### src/rtl/khrm_pkg.sv
// ----------------------------------------------------------------------------
// khrm_pkg
// Types and codes shared by the key/handler registration map.
// ----------------------------------------------------------------------------
package khrm_pkg;

	localparam int DATA_W = 32;
	localparam int SLOT_W = 10;
	localparam int FILL_W = 11;

	// command codes
	localparam logic CMD_REG  = 1'b0;
	localparam logic CMD_READ = 1'b1;

	// status codes
	localparam logic [1:0] ST_OK       = 2'd0;
	localparam logic [1:0] ST_FULL     = 2'd1;
	localparam logic [1:0] ST_CONFLICT = 2'd2;
	localparam logic [1:0] ST_BADSLOT  = 2'd3;

	// lookup transaction as it travels down the cell chain
	typedef struct packed {
		logic              active;
		logic              cmd;
		logic [DATA_W-1:0] key;
		logic [DATA_W-1:0] handler;
		logic [SLOT_W-1:0] idx;
		logic              hit;
		logic [SLOT_W-1:0] hit_slot;
		logic [DATA_W-1:0] hit_key;
		logic [DATA_W-1:0] hit_handler;
	} probe_t;

	// slot write broadcast to every cell
	typedef struct packed {
		logic              en;
		logic [SLOT_W-1:0] slot;
		logic [DATA_W-1:0] key;
		logic [DATA_W-1:0] handler;
	} wr_t;

endpackage

### src/rtl/khrm_cell.sv
// ----------------------------------------------------------------------------
// khrm_cell
// One table slot: holds a key and its handler, checks the passing
// transaction against them and hands it on to the next cell.
// ----------------------------------------------------------------------------
module khrm_cell #(
	parameter int CELL_IDX = 0
) (
	input  logic                   clk,
	input  logic                   arst_n,
	input  logic                   adv,
	input  logic [khrm_pkg::FILL_W-1:0] fill,
	input  khrm_pkg::wr_t          wr,
	input  khrm_pkg::probe_t       p_in,
	output khrm_pkg::probe_t       p_out
);
	import khrm_pkg::*;

	logic [DATA_W-1:0] key_q;
	logic [DATA_W-1:0] handler_q;
	logic              filled;
	logic              match;
	probe_t            p_nxt;
	probe_t            p_q;

	// store the slot contents when this slot is allocated
	always_ff @(posedge clk) begin
		if (wr.en && wr.slot == SLOT_W'(CELL_IDX)) begin
			key_q     <= wr.key;
			handler_q <= wr.handler;
		end
	end

	// compare against the key for a register, against the index for a read
	always_comb begin
		filled = FILL_W'(CELL_IDX) < fill;
		if (p_in.cmd == CMD_REG) begin
			match = key_q == p_in.key;
		end else begin
			match = p_in.idx == SLOT_W'(CELL_IDX);
		end
	end

	// capture this slot on a hit
	always_comb begin
		p_nxt = p_in;
		if (p_in.active && filled && match && !p_in.hit) begin
			p_nxt.hit         = 1'b1;
			p_nxt.hit_slot    = SLOT_W'(CELL_IDX);
			p_nxt.hit_key     = key_q;
			p_nxt.hit_handler = handler_q;
		end
	end

	// advance the transaction
	always_ff @(posedge clk or negedge arst_n) begin
		if (!arst_n) begin
			p_q <= '0;
		end else if (adv) begin
			p_q <= p_nxt;
		end
	end

	assign p_out = p_q;

endmodule

### config.mk
export PLATFORM = sky130hd
export DESIGN_NAME = khrm_cell
export DESIGN_NICKNAME = d
export VERILOG_FILES = /design/src/rtl/khrm_pkg.sv /design/src/rtl/khrm_cell.sv
export SDC_FILE = /design/constraint.sdc
export NUM_CORES = 1
export LEC_CHECK = 0
export ABC_CLOCK_PERIOD_IN_PS = 2000
export BUFFER_PORTS_ARGS = -buffer_cell sky130_fd_sc_hd__buf_2
export CAP_MARGIN = 20
export CORE_MARGIN = 2
export CORE_UTILIZATION = 43
export DETAILED_ROUTE_END_ITERATION = 8
export MAX_ROUTING_LAYER = met4
export PLACE_DENSITY = 0.75
export SYNTH_ARGS = -nofsm -noshare
export SYNTH_HDL_FRONTEND = slang
export SYNTH_SLANG_ARGS = --single-unit
### constraint.sdc
create_clock -name clk -period 2 [get_ports clk]
set_input_delay 0.3 -clock clk [delete_from_list [all_inputs] [get_ports clk]]
set_output_delay 0.3 -clock clk [all_outputs]
set_load 0.005 [all_outputs]
==> flow_summary_export.csv, run 1 <==
group,metric,value,unit
run_status,status,"finished, violations left",
run_status,violations,"negative setup slack",
clock_tree,root_buffer,"clkbuf_16",
floorplanning,die_x,150.7,um
pwr,p_per_area,789.6,mW/mm2
route,vias,7619,
grt,met1_usage,28.37,%
timing,rsz0062_at_grt,"true",
grt,track_usage,24.47,%
yosys,yosysUniqueCellTypes,27,
timing,slew_viol_final,0,
floorplanning,placementRows,53,
final_layout,post-route-util,63.64,%
floorplanning,ios,391,
setup_path,crit_path_cell_trace,"xor2_1, nor4_2, buf_4, nand4_1, or4_4, buf_4, nand4_1, o221ai_2",
grt,grt_max_degree,49,
grt,overflow,0,
placement,numPortBuffers,390,
job,drv_cap,0,
final_layout,area_growth_syn_to_layout,44.95,%
yosys,yosysMostFrequentCell,"dfrtp_1",
timing,finalCritPeriodShare,120.1,%
route,drc,0,
route,ant_nets,0,
yosys,syn_inst,695,
grt,met3_usage,3.970,%
min_path,hold_class,"input pin to flip-flop",
clock_tree,cts_made_buffers,23,
timing,hold_viol,0,
floorplanning,die_h,150.7,um
setup_path,crit_required,2370,ps
setup_path,endpoint_kind,"flip-flop",
timing,fmax,416.4,MHz
clock_tree,clock-sinks,215,
placement,gp_congestion,0.8065,
clock_tree,clockBufferDepth,3,
grt,antenna_found_initial,4,
clock_tree,clk_pin_slew_worst_paths,60,ps
clock_tree,clock_latency,510,ps
yosys,synthTopCellsByCount,"dfrtp_1, mux2_2, nand2_1",
setup_path,cp_max_fo,23,
setup_path,max_stage_delay,530,ps
route,wl_per_cell,19.13,um
setup_path,cpMaxStageDelayCell,"or4_4",
route,first_pass_iters,5,
setup_path,path_class,"flip-flop to flip-flop",
timing,slew_headroom,71.56,%
placement,placed_cell_area,0.01193,mm2
floorplanning,core,0.02109,mm2
timing,setup_viol,74,
final_layout,nets,1422,
yosys,synth_top_cell_area_share,40.81,%
setup_path,crit_arrival,2770,ps
pwr,ir_drop,0.0005487,V
floorplanning,start_util,43.91,%
final_layout,fin_area,0.01342,mm2
final_layout,drive_gt1_share,52.92,%
grt,grt_use_met2,42.64,%
yosys,avgSynthCellArea,13.32,um2
route,drt_wl_total,28260,um
yosys,synth_edf_count,64,
timing,fin_crit,2402,ps
timing,holdWs,24.29,ps
timing,tightest_slew,426.6,ps
yosys,synth_area_leaders,"dfrtp_1, edfxtp_1, o221ai_2",
pwr,p_leak,6.189,nW
floorplanning,die_area,0.02272,mm2
yosys,yosysSeqAreaShare,61.57,%
yosys,synth_fp_nets,935,
grt,grt.busiest_layer,"met2",
yosys,synth_area,0.009259,mm2
clock_tree,htreeDepth,1,
yosys,ys_warn_count,0,
timing,worst_clock_skew,17.47,ps
placement,dp_hpwl,20250,um
setup_path,crit_path_start_kind,"flip-flop",
yosys,ys_seq_elements,215,
grt,first_global_vias,7768,
clock_tree,cts_tree,"built",
yosys,yosys.area.top_type,"dfrtp_1",
grt,grt_pass1_wl,41510,um
timing,fin_ws,-401.5,ps
yosys,synth-main-ff-cell,"dfrtp_1",
route,detail_route.vias_per_cell,5.158,
route,first_iter_violations,226,
yosys,synthArstFlopShare,70.23,%
## layout make-up
type / instances / area [um2]
Sequential cell: 215 / 5700
Inverter: 74 / 277.8
Fill cell: 1640 / 7667
Antenna cell: 4 / 10.01
Clock inverter: 6 / 52.55
Clock buffer: 35 / 680.7
Timing Repair Buffer: 515 / 3241
Tap cell: 275 / 344.1
Multi-Input combinational cell: 353 / 3114
## registers in the layout (all words and copies together) (netlist names)
name / flops
p_out: 151
handler_q: 32
key_q: 32
## layout by cell type, fill, tap and decap left out, drive strengths merged
master         n
nor4b          2
edfxtp        64
nand3          3
a21oi          1
bufinv         1
nand2b         1
nor4          11
dfrtp        151
o221ai        64
clkinv         5
buf          449
or4            1
inv           74
xor2          28
clkbuf        36
or3            3
o22ai         10
nand3b         1
and2           1
nor3           3
diode          4
xnor2          4
o22a           1
nand4         66
dlygate4sd3   65
mux2          76
nand2         77
## path summary, 6_finish.rpt
kind                                   startpoint                endpoint  slack, ps  cells past startpoint
setup reg to reg               key_q[3]$_DFFE_PP_    p_out[1]$_DFFE_PN0P_       -400                      8
hold / removal                          p_in[111]  p_out[111]$_DFFE_PN0P_         20                      2
min in group asynchronous                  arst_n  p_out[125]$_DFFE_PN0P_        310                      2
setup / recovery               key_q[3]$_DFFE_PP_    p_out[1]$_DFFE_PN0P_       -400                      8
hold reg to reg            p_out[136]$_DFFE_PN0P_  p_out[136]$_DFFE_PN0P_        500                      1
max in group asynchronous                  arst_n   p_out[82]$_DFFE_PN0P_       1040                      3
## metal layers
metal / part of all wire [%] / wire length [um]
met1: 38 / 10820
met2: 51 / 14520
met3: 6.3 / 1774
met4: 4.1 / 1146
met5: 0 / 0
## what timing repair did
item / 4_1_cts / 5_1_grt
gates cloned: 0 / 1
endpoints found under the setup margin: 75 / 75
endpoints found under the hold margin: 101 / 0
buffers inserted: 0 / 2
hold buffers: 65 / 0
resized for setup: 6 / 4
pin swaps: 0 / 1
## cell families (layout without fill, tap and decap cells)
logic type	count (synthesis)	in the layout	synth area share [%]
AOI/OAI and AO/OA	76	76	10.93
xor gates and xnor gates	32	32	3.027
buffers and inverters	127	630	5.797
DFF	215	215	61.57
muxes	76	76	9.243
other	0	4	0
and+or+nand+nor	169	169	9.433
## where the power goes
group | internal (W) | leakage, nW | switching [W]
Combinational | 0.000797 | 3.45 | 0.000679
Sequential | 0.00482 | 2.37 | 0.000153
Clock | 0.00246 | 0.363 | 0.00169
Total | 0.00808 | 6.19 | 0.00252
## stage by stage
step                      cells  worst slack, ps  total power, W  setup TNS [ps]
after floorplan             695            -1132        0.005614          -76440
after global placement     1364           -593.3        0.006377          -39910
after detailed placement   1364           -611.6        0.006421          -39230
after CTS                  1470           -421.6         0.01070          -28930
after global routing       1477           -517.1         0.01104          -35770
final                      1477           -401.5         0.01060          -26670
## worst max-delay path, delay by kind of cell (launching register included)
kind / cells / cell delay, ps
simple gates: 4 / 1140
buf+inv: 2 / 420
flops: 1 / 410
xor+xnor: 1 / 180
compound gates: 1 / 110
Note: power is estimated with default switching activity, not from simulation.
==> run 2, diff against run 1 <==
Settings changed: CORE_AREA from default to 2 2 150 152, CORE_MARGIN 2 to default, CORE_UTILIZATION 43 to default, DIE_AREA from default to 0 0 152 154, PLACE_DENSITY 0.75 to 0.74.
==> run 2 against run 1 <==
The run still ends with negative setup slack left. Clock-buffer cell count is 4 lower. Register-to-register slack better by 70 ps. Global-route usage is 0.91 points higher. Fmax up 2.8%. Critical path type unchanged. Largest cell class unchanged. Largest power group unchanged. Highest routed layer unchanged.
==> flow_summary_export.csv, run 2 (synthesized netlist as in run 1, its figures left out) <==
group,metric,value,unit
route,first_pass_iters,4,
pwr,p_leak,6.290,nW
pwr,ir_drop,0.0007672,V
timing,hold_viol,0,
clock_tree,clk_pin_slew_worst_paths,60,ps
grt,grt_max_degree,83,
clock_tree,cts_tree,"built",
placement,numPortBuffers,390,
run_status,status,"finished, violations left",
placement,dp_worst_setup_slack,-642.9,ps
job,drv_cap,0,
setup_path,cp_max_fo,14,
final_layout,final_cell_mix,"buf_2, dfrtp_1, dlygate4sd3_1, nand2_1, mux2_2",
final_layout,drive_gt1_share,52.43,%
grt,overflow,0,
clock_tree,clock-sinks,215,
setup_path,setup.worst_path.start,"key_q[4]$_DFFE_PP_",
route,drc,0,
setup_path,cpMaxStageDelayCell,"or4_4",
floorplanning,ios,391,
clock_tree,cts_made_buffers,24,
placement,placed_cell_area,0.01193,mm2
timing,fin_crit,2335,ps
floorplanning,core,0.02169,mm2
run_status,violations,"negative setup slack",
grt,track_usage,25.39,%
grt,first_global_vias,8139,
floorplanning,die_h,154,um
timing,slew_headroom,62.45,%
setup_path,path_buf_inv,1,
setup_path,max_stage_delay,500,ps
route,vias,7691,
route,ant_nets,0,
setup_path,cp.depth,7,
min_path,hp-start,"p_in[115]",
setup_path,rr_startpoint,"key_q[4]$_DFFE_PP_",
grt,grt_pass1_wl,45510,um
final_layout,largest_register_ffs,151,
floorplanning,die_x,152,um
timing,finalCritPeriodShare,116.8,%
setup_path,cp_top_family,"simple AND/OR/NAND/NOR gates",
route,first_iter_violations,357,
clock_tree,clock_latency,510,ps
placement,gp_congestion,0.8243,
setup_path,endpoint_kind,"flip-flop",
setup_path,path_class,"flip-flop to flip-flop",
setup_path,rr_worst_depth,7,
setup_path,crit_required,2430,ps
timing,worst_clock_skew,11.39,ps
timing,rsz0062_at_grt,"true",
timing,fin_ws,-335.2,ps
final_layout,layout_commonest_cell,"buf_2",
grt,antenna_found_initial,0,
clock_tree,htreeDepth,1,
final_layout,area_growth_syn_to_layout,47.32,%
timing,fmax,428.2,MHz
route,drt_wl_total,29300,um
timing,slew_viol_final,0,
floorplanning,die_area,0.02341,mm2
route,detail_route.vias_per_cell,5.151,
timing,setup_viol,74,
timing,tightest_slew,563.3,ps
setup_path,crit_path_start_kind,"flip-flop",
timing,setup_tns,-21570,ps
floorplanning,start_util,42.69,%
final_layout,fin_area,0.01364,mm2
final_layout,post-route-util,62.89,%
min_path,hold_class,"input pin to flip-flop",
pwr,p_per_area,816.1,mW/mm2
final_layout,antenna_cells,0,
min_path,hold_path_depth,2,
setup_path,crit_arrival,2760,ps
route,wl_per_cell,19.62,um
placement,dp_hpwl,20430,um
floorplanning,placementRows,54,
clock_tree,clockBufferDepth,3,
final_layout,nets,1436,
setup_path,crit_path_cell_trace,"xor2_2, nor4_4, nand4_1, or4_4, and2_4, buf_12, o221ai_2",
clock_tree,root_buffer,"clkbuf_16",
==> run 2: metrics by stage <==
step	total power (W)	hold slack [ps]	instances
floorplan	0.005614	4.409	695
global placement	0.006371	311.7	1369
detailed placement	0.006418	311.4	1369
CTS	0.01121	0.8922	1491
global route	0.01157	7.764	1493
finish	0.01113	21.65	1493
==> run 2: report_power, final <==
group	internal (W)	leakage [nW]	total, W	switching, W
sequential	0.00482	2.37	0.00498	0.000155
clock	0.00286	0.413	0.00466	0.00179
combinational	0.000813	3.50	0.00150	0.000685
total	0.00850	6.29	0.0111	0.00263
==> run 2: final timing paths <==
check / endpoint / slack, ps
worst max-delay path: p_out[12]$_DFFE_PN0P_ / -340
worst max register to register: p_out[12]$_DFFE_PN0P_ / -340
worst min-delay path: p_out[115]$_DFFE_PN0P_ / 20
max in group asynchronous: p_out[103]$_DFFE_PN0P_ / 960
min in group asynchronous: p_out[43]$_DFFE_PN0P_ / 350
worst min register to register: p_out[142]$_DFFE_PN0P_ / 500
==> run 2: cell type report <==
cell class	count	area, um2
Tap cell	280	350.3
Timing Repair Buffer	528	3366
Fill cell	1643	8048
Clock buffer	31	668.1
Sequential cell	215	5700
Inverter	74	277.8
Multi-Input combinational cell	353	3118
Clock inverter	12	160.2
==> run 2: layer usage <==
| layer | share of wire, % | vias to the layer above | GRT usage, % |
|---|---|---|---|
| met5 | 0 | - | - |
| met4 | 3.2 | 0 | 6.898 |
| met3 | 5.8 | 61 | 4.538 |
| met2 | 52 | 343 | 44.34 |
| met1 | 39 | 3750 | 30.43 |
| li1 | - | 3537 | - |
==> run 2: timing repair <==
action                     4_1_cts  5_1_grt
setup buffers                    0        1
hold endpoints to repair       126        1
setup endpoints to repair       75       75
gates resized for setup          9        3
pin swaps                        4        4
hold buffers                    79        1
==> run 3, diff against run 2 <==
Settings changed: CELL_PAD_IN_SITES_DETAIL_PLACEMENT from default to 0, CELL_PAD_IN_SITES_GLOBAL_PLACEMENT from default to 2, CORE_AREA 2 2 150 152 to default, CORE_UTILIZATION from default to 27, DIE_AREA 0 0 152 154 to default, PLACE_DENSITY 0.74 to 0.75.
==> run 3 against run 2 <==
The run still ends with negative setup slack left. Flip-flop and latch count is the same. Wire length grew 9.2%. Register-to-register slack lost 170 ps. Fmax shrank 6.6%. Worst hold slack gained 4.8 ps. Non-clock buffer count grew 55. Global-route usage shrank 6.7 points.
==> flow_summary_export.csv, run 3 (synthesized netlist as in run 1, its figures left out) <==
group,metric,value,unit
final_layout,area_growth_syn_to_layout,56.99,%
clock_tree,root_buffer,"clkbuf_16",
timing,rsz0062_at_grt,"true",
clock_tree,clk_pin_slew_worst_paths,60,ps
timing,slew_headroom,70.92,%
floorplanning,ios,391,
min_path,hold_class,"input pin to flip-flop",
final_layout,final_cell_mix,"buf_2, dfrtp_1, dlygate4sd3_1, nand2_1, mux2_2",
floorplanning,start_util,27.54,%
grt,grt_max_degree,66,
final_layout,fillers,3242,
setup_path,endpoint_kind,"flip-flop",
clock_tree,clock-sinks,215,
route,first_iter_violations,244,
floorplanning,die_x,187.2,um
timing,tightest_slew,432.6,ps
pwr,p_per_area,761.8,mW/mm2
final_layout,nets,1493,
clock_tree,cts_tree,"built",
placement,numPortBuffers,390,
floorplanning,die_h,187.2,um
clock_tree,cts_made_buffers,26,
clock_tree,clock_latency,540,ps
placement,dp_worst_setup_slack,-733.4,ps
route,first_pass_iters,4,
pwr,ir_drop,0.0005929,V
grt,first_global_vias,8337,
timing,worst_clock_skew,20.81,ps
final_layout,drive_gt1_share,50.67,%
setup_path,max_stage_delay,560,ps
final_layout,largest_register_ffs,151,
setup_path,crit_arrival,2920,ps
setup_path,cp_max_fo,32,
timing,slew_viol_final,0,
placement,dp_hpwl,21880,um
run_status,status,"finished, violations left",
floorplanning,die_area,0.03504,mm2
setup_path,crit_path_start_kind,"flip-flop",
route,drc,0,
final_layout,antenna_cells,0,
setup_path,crit_path_cell_trace,"xor2_1, nor4_2, nand4_1, or4_4, bufbuf_16, nand4_1, o221ai_2",
pwr,p_leak,6.576,nW
grt,track_usage,18.70,%
setup_path,setup.worst_path.start,"key_q[26]$_DFFE_PP_",
timing,setup_tns,-33940,ps
setup_path,path_class,"flip-flop to flip-flop",
timing,fin_crit,2501,ps
setup_path,crit_top_cell,"nand4_1",
floorplanning,core,0.03362,mm2
final_layout,layout_commonest_cell,"buf_2",
route,wl_per_cell,18.59,um
placement,gp_congestion,0.7660,
setup_path,cpMaxStageDelayCell,"or4_4",
clock_tree,htreeDepth,1,
min_path,hp-start,"p_in[71]",
route,ant_nets,0,
timing,setup_viol,75,
route,drt_wl_total,32000,um
grt,grt_pass1_wl,48900,um
timing,hold_viol,0,
timing,finalCritPeriodShare,125.1,%
grt,overflow,0,
job,drv_cap,0,
timing,fin_ws,-501.1,ps
run_status,violations,"negative setup slack",
timing,fmax,399.8,MHz
floorplanning,placementRows,67,
setup_path,rr_startpoint,"key_q[26]$_DFFE_PP_",
clock_tree,clockBufferDepth,3,
setup_path,crit_required,2420,ps
route,vias,7746,
route,detail_route.vias_per_cell,4.501,
grt,antenna_found_initial,0,
[run 3: repair_timing]
action	4_1_cts	5_1_grt
cloned	5	0
endpoints found under the hold margin	155	0
setup endpoints to repair	75	75
resized for setup	24	2
hold buffers	125	0
buffers inserted	5	0
pin swaps	17	3
[run 3: power by group]
| part | internal [W] | switching [W] | total, W |
|---|---|---|---|
| logic | 0.000873 | 0.000704 | 0.00158 |
| registers | 0.00482 | 0.000155 | 0.00498 |
| clock network | 0.00269 | 0.00183 | 0.00452 |
| total | 0.00839 | 0.00269 | 0.0111 |
[run 3: cell type report]
cell class | count | area, um2 | area share (%)
Sequential cell | 215 | 5700 | 39.22
Timing Repair Buffer | 583 | 4011 | 27.60
Multi-Input combinational cell | 353 | 3172 | 21.82
Clock buffer | 44 | 758.2 | 5.216
Tap cell | 448 | 560.5 | 3.856
Inverter | 74 | 277.8 | 1.911
Clock inverter | 4 | 55.05 | 0.3788
[run 3: metal layers]
layer / wire length (um) / track usage, %
met3: 1649 / 3.302
met1: 13380 / 22.21
met2: 16170 / 32.63
met4: 792 / 4.634
met5: 0 / -
[run 3: worst max-delay path: cells and delay by family (launching register included)]
kind                   cells  cell delay, ps
AND/OR/NAND/NOR            4            1350
AO/OA/AOI/OAI              1              90
buffers and inverters      1             350
flip-flops                 1             400
XOR/XNOR                   1             190
[run 3: final timing paths]
kind,depth (start not counted),slack (ps),to
setup / recovery,7,-500,p_out[30]$_DFFE_PN0P_
hold / removal,3,30,p_out[71]$_DFFE_PN0P_
setup reg to reg,7,-500,p_out[30]$_DFFE_PN0P_
hold reg to reg,1,500,p_out[91]$_DFFE_PN0P_
max in group asynchronous,3,1060,p_out[77]$_DFFE_PN0P_
min in group asynchronous,2,250,p_out[110]$_DFFE_PN0P_
[run 3: through the flow]
step                      hold WS [ps]  instances  utilization, %  power [W]  instance area (um2)
after detailed placement         251.8       1539           36.13   0.006440                12150
after global routing             15.42       1721           43.24    0.01156                14540
final                            26.49       1721           43.24    0.01107                14540
after global placement           251.9       1539           36.13   0.006422                12150
after floorplan                  4.409        695               -   0.005614                 9359
after CTS                       0.1750       1721           43.20    0.01124                14520
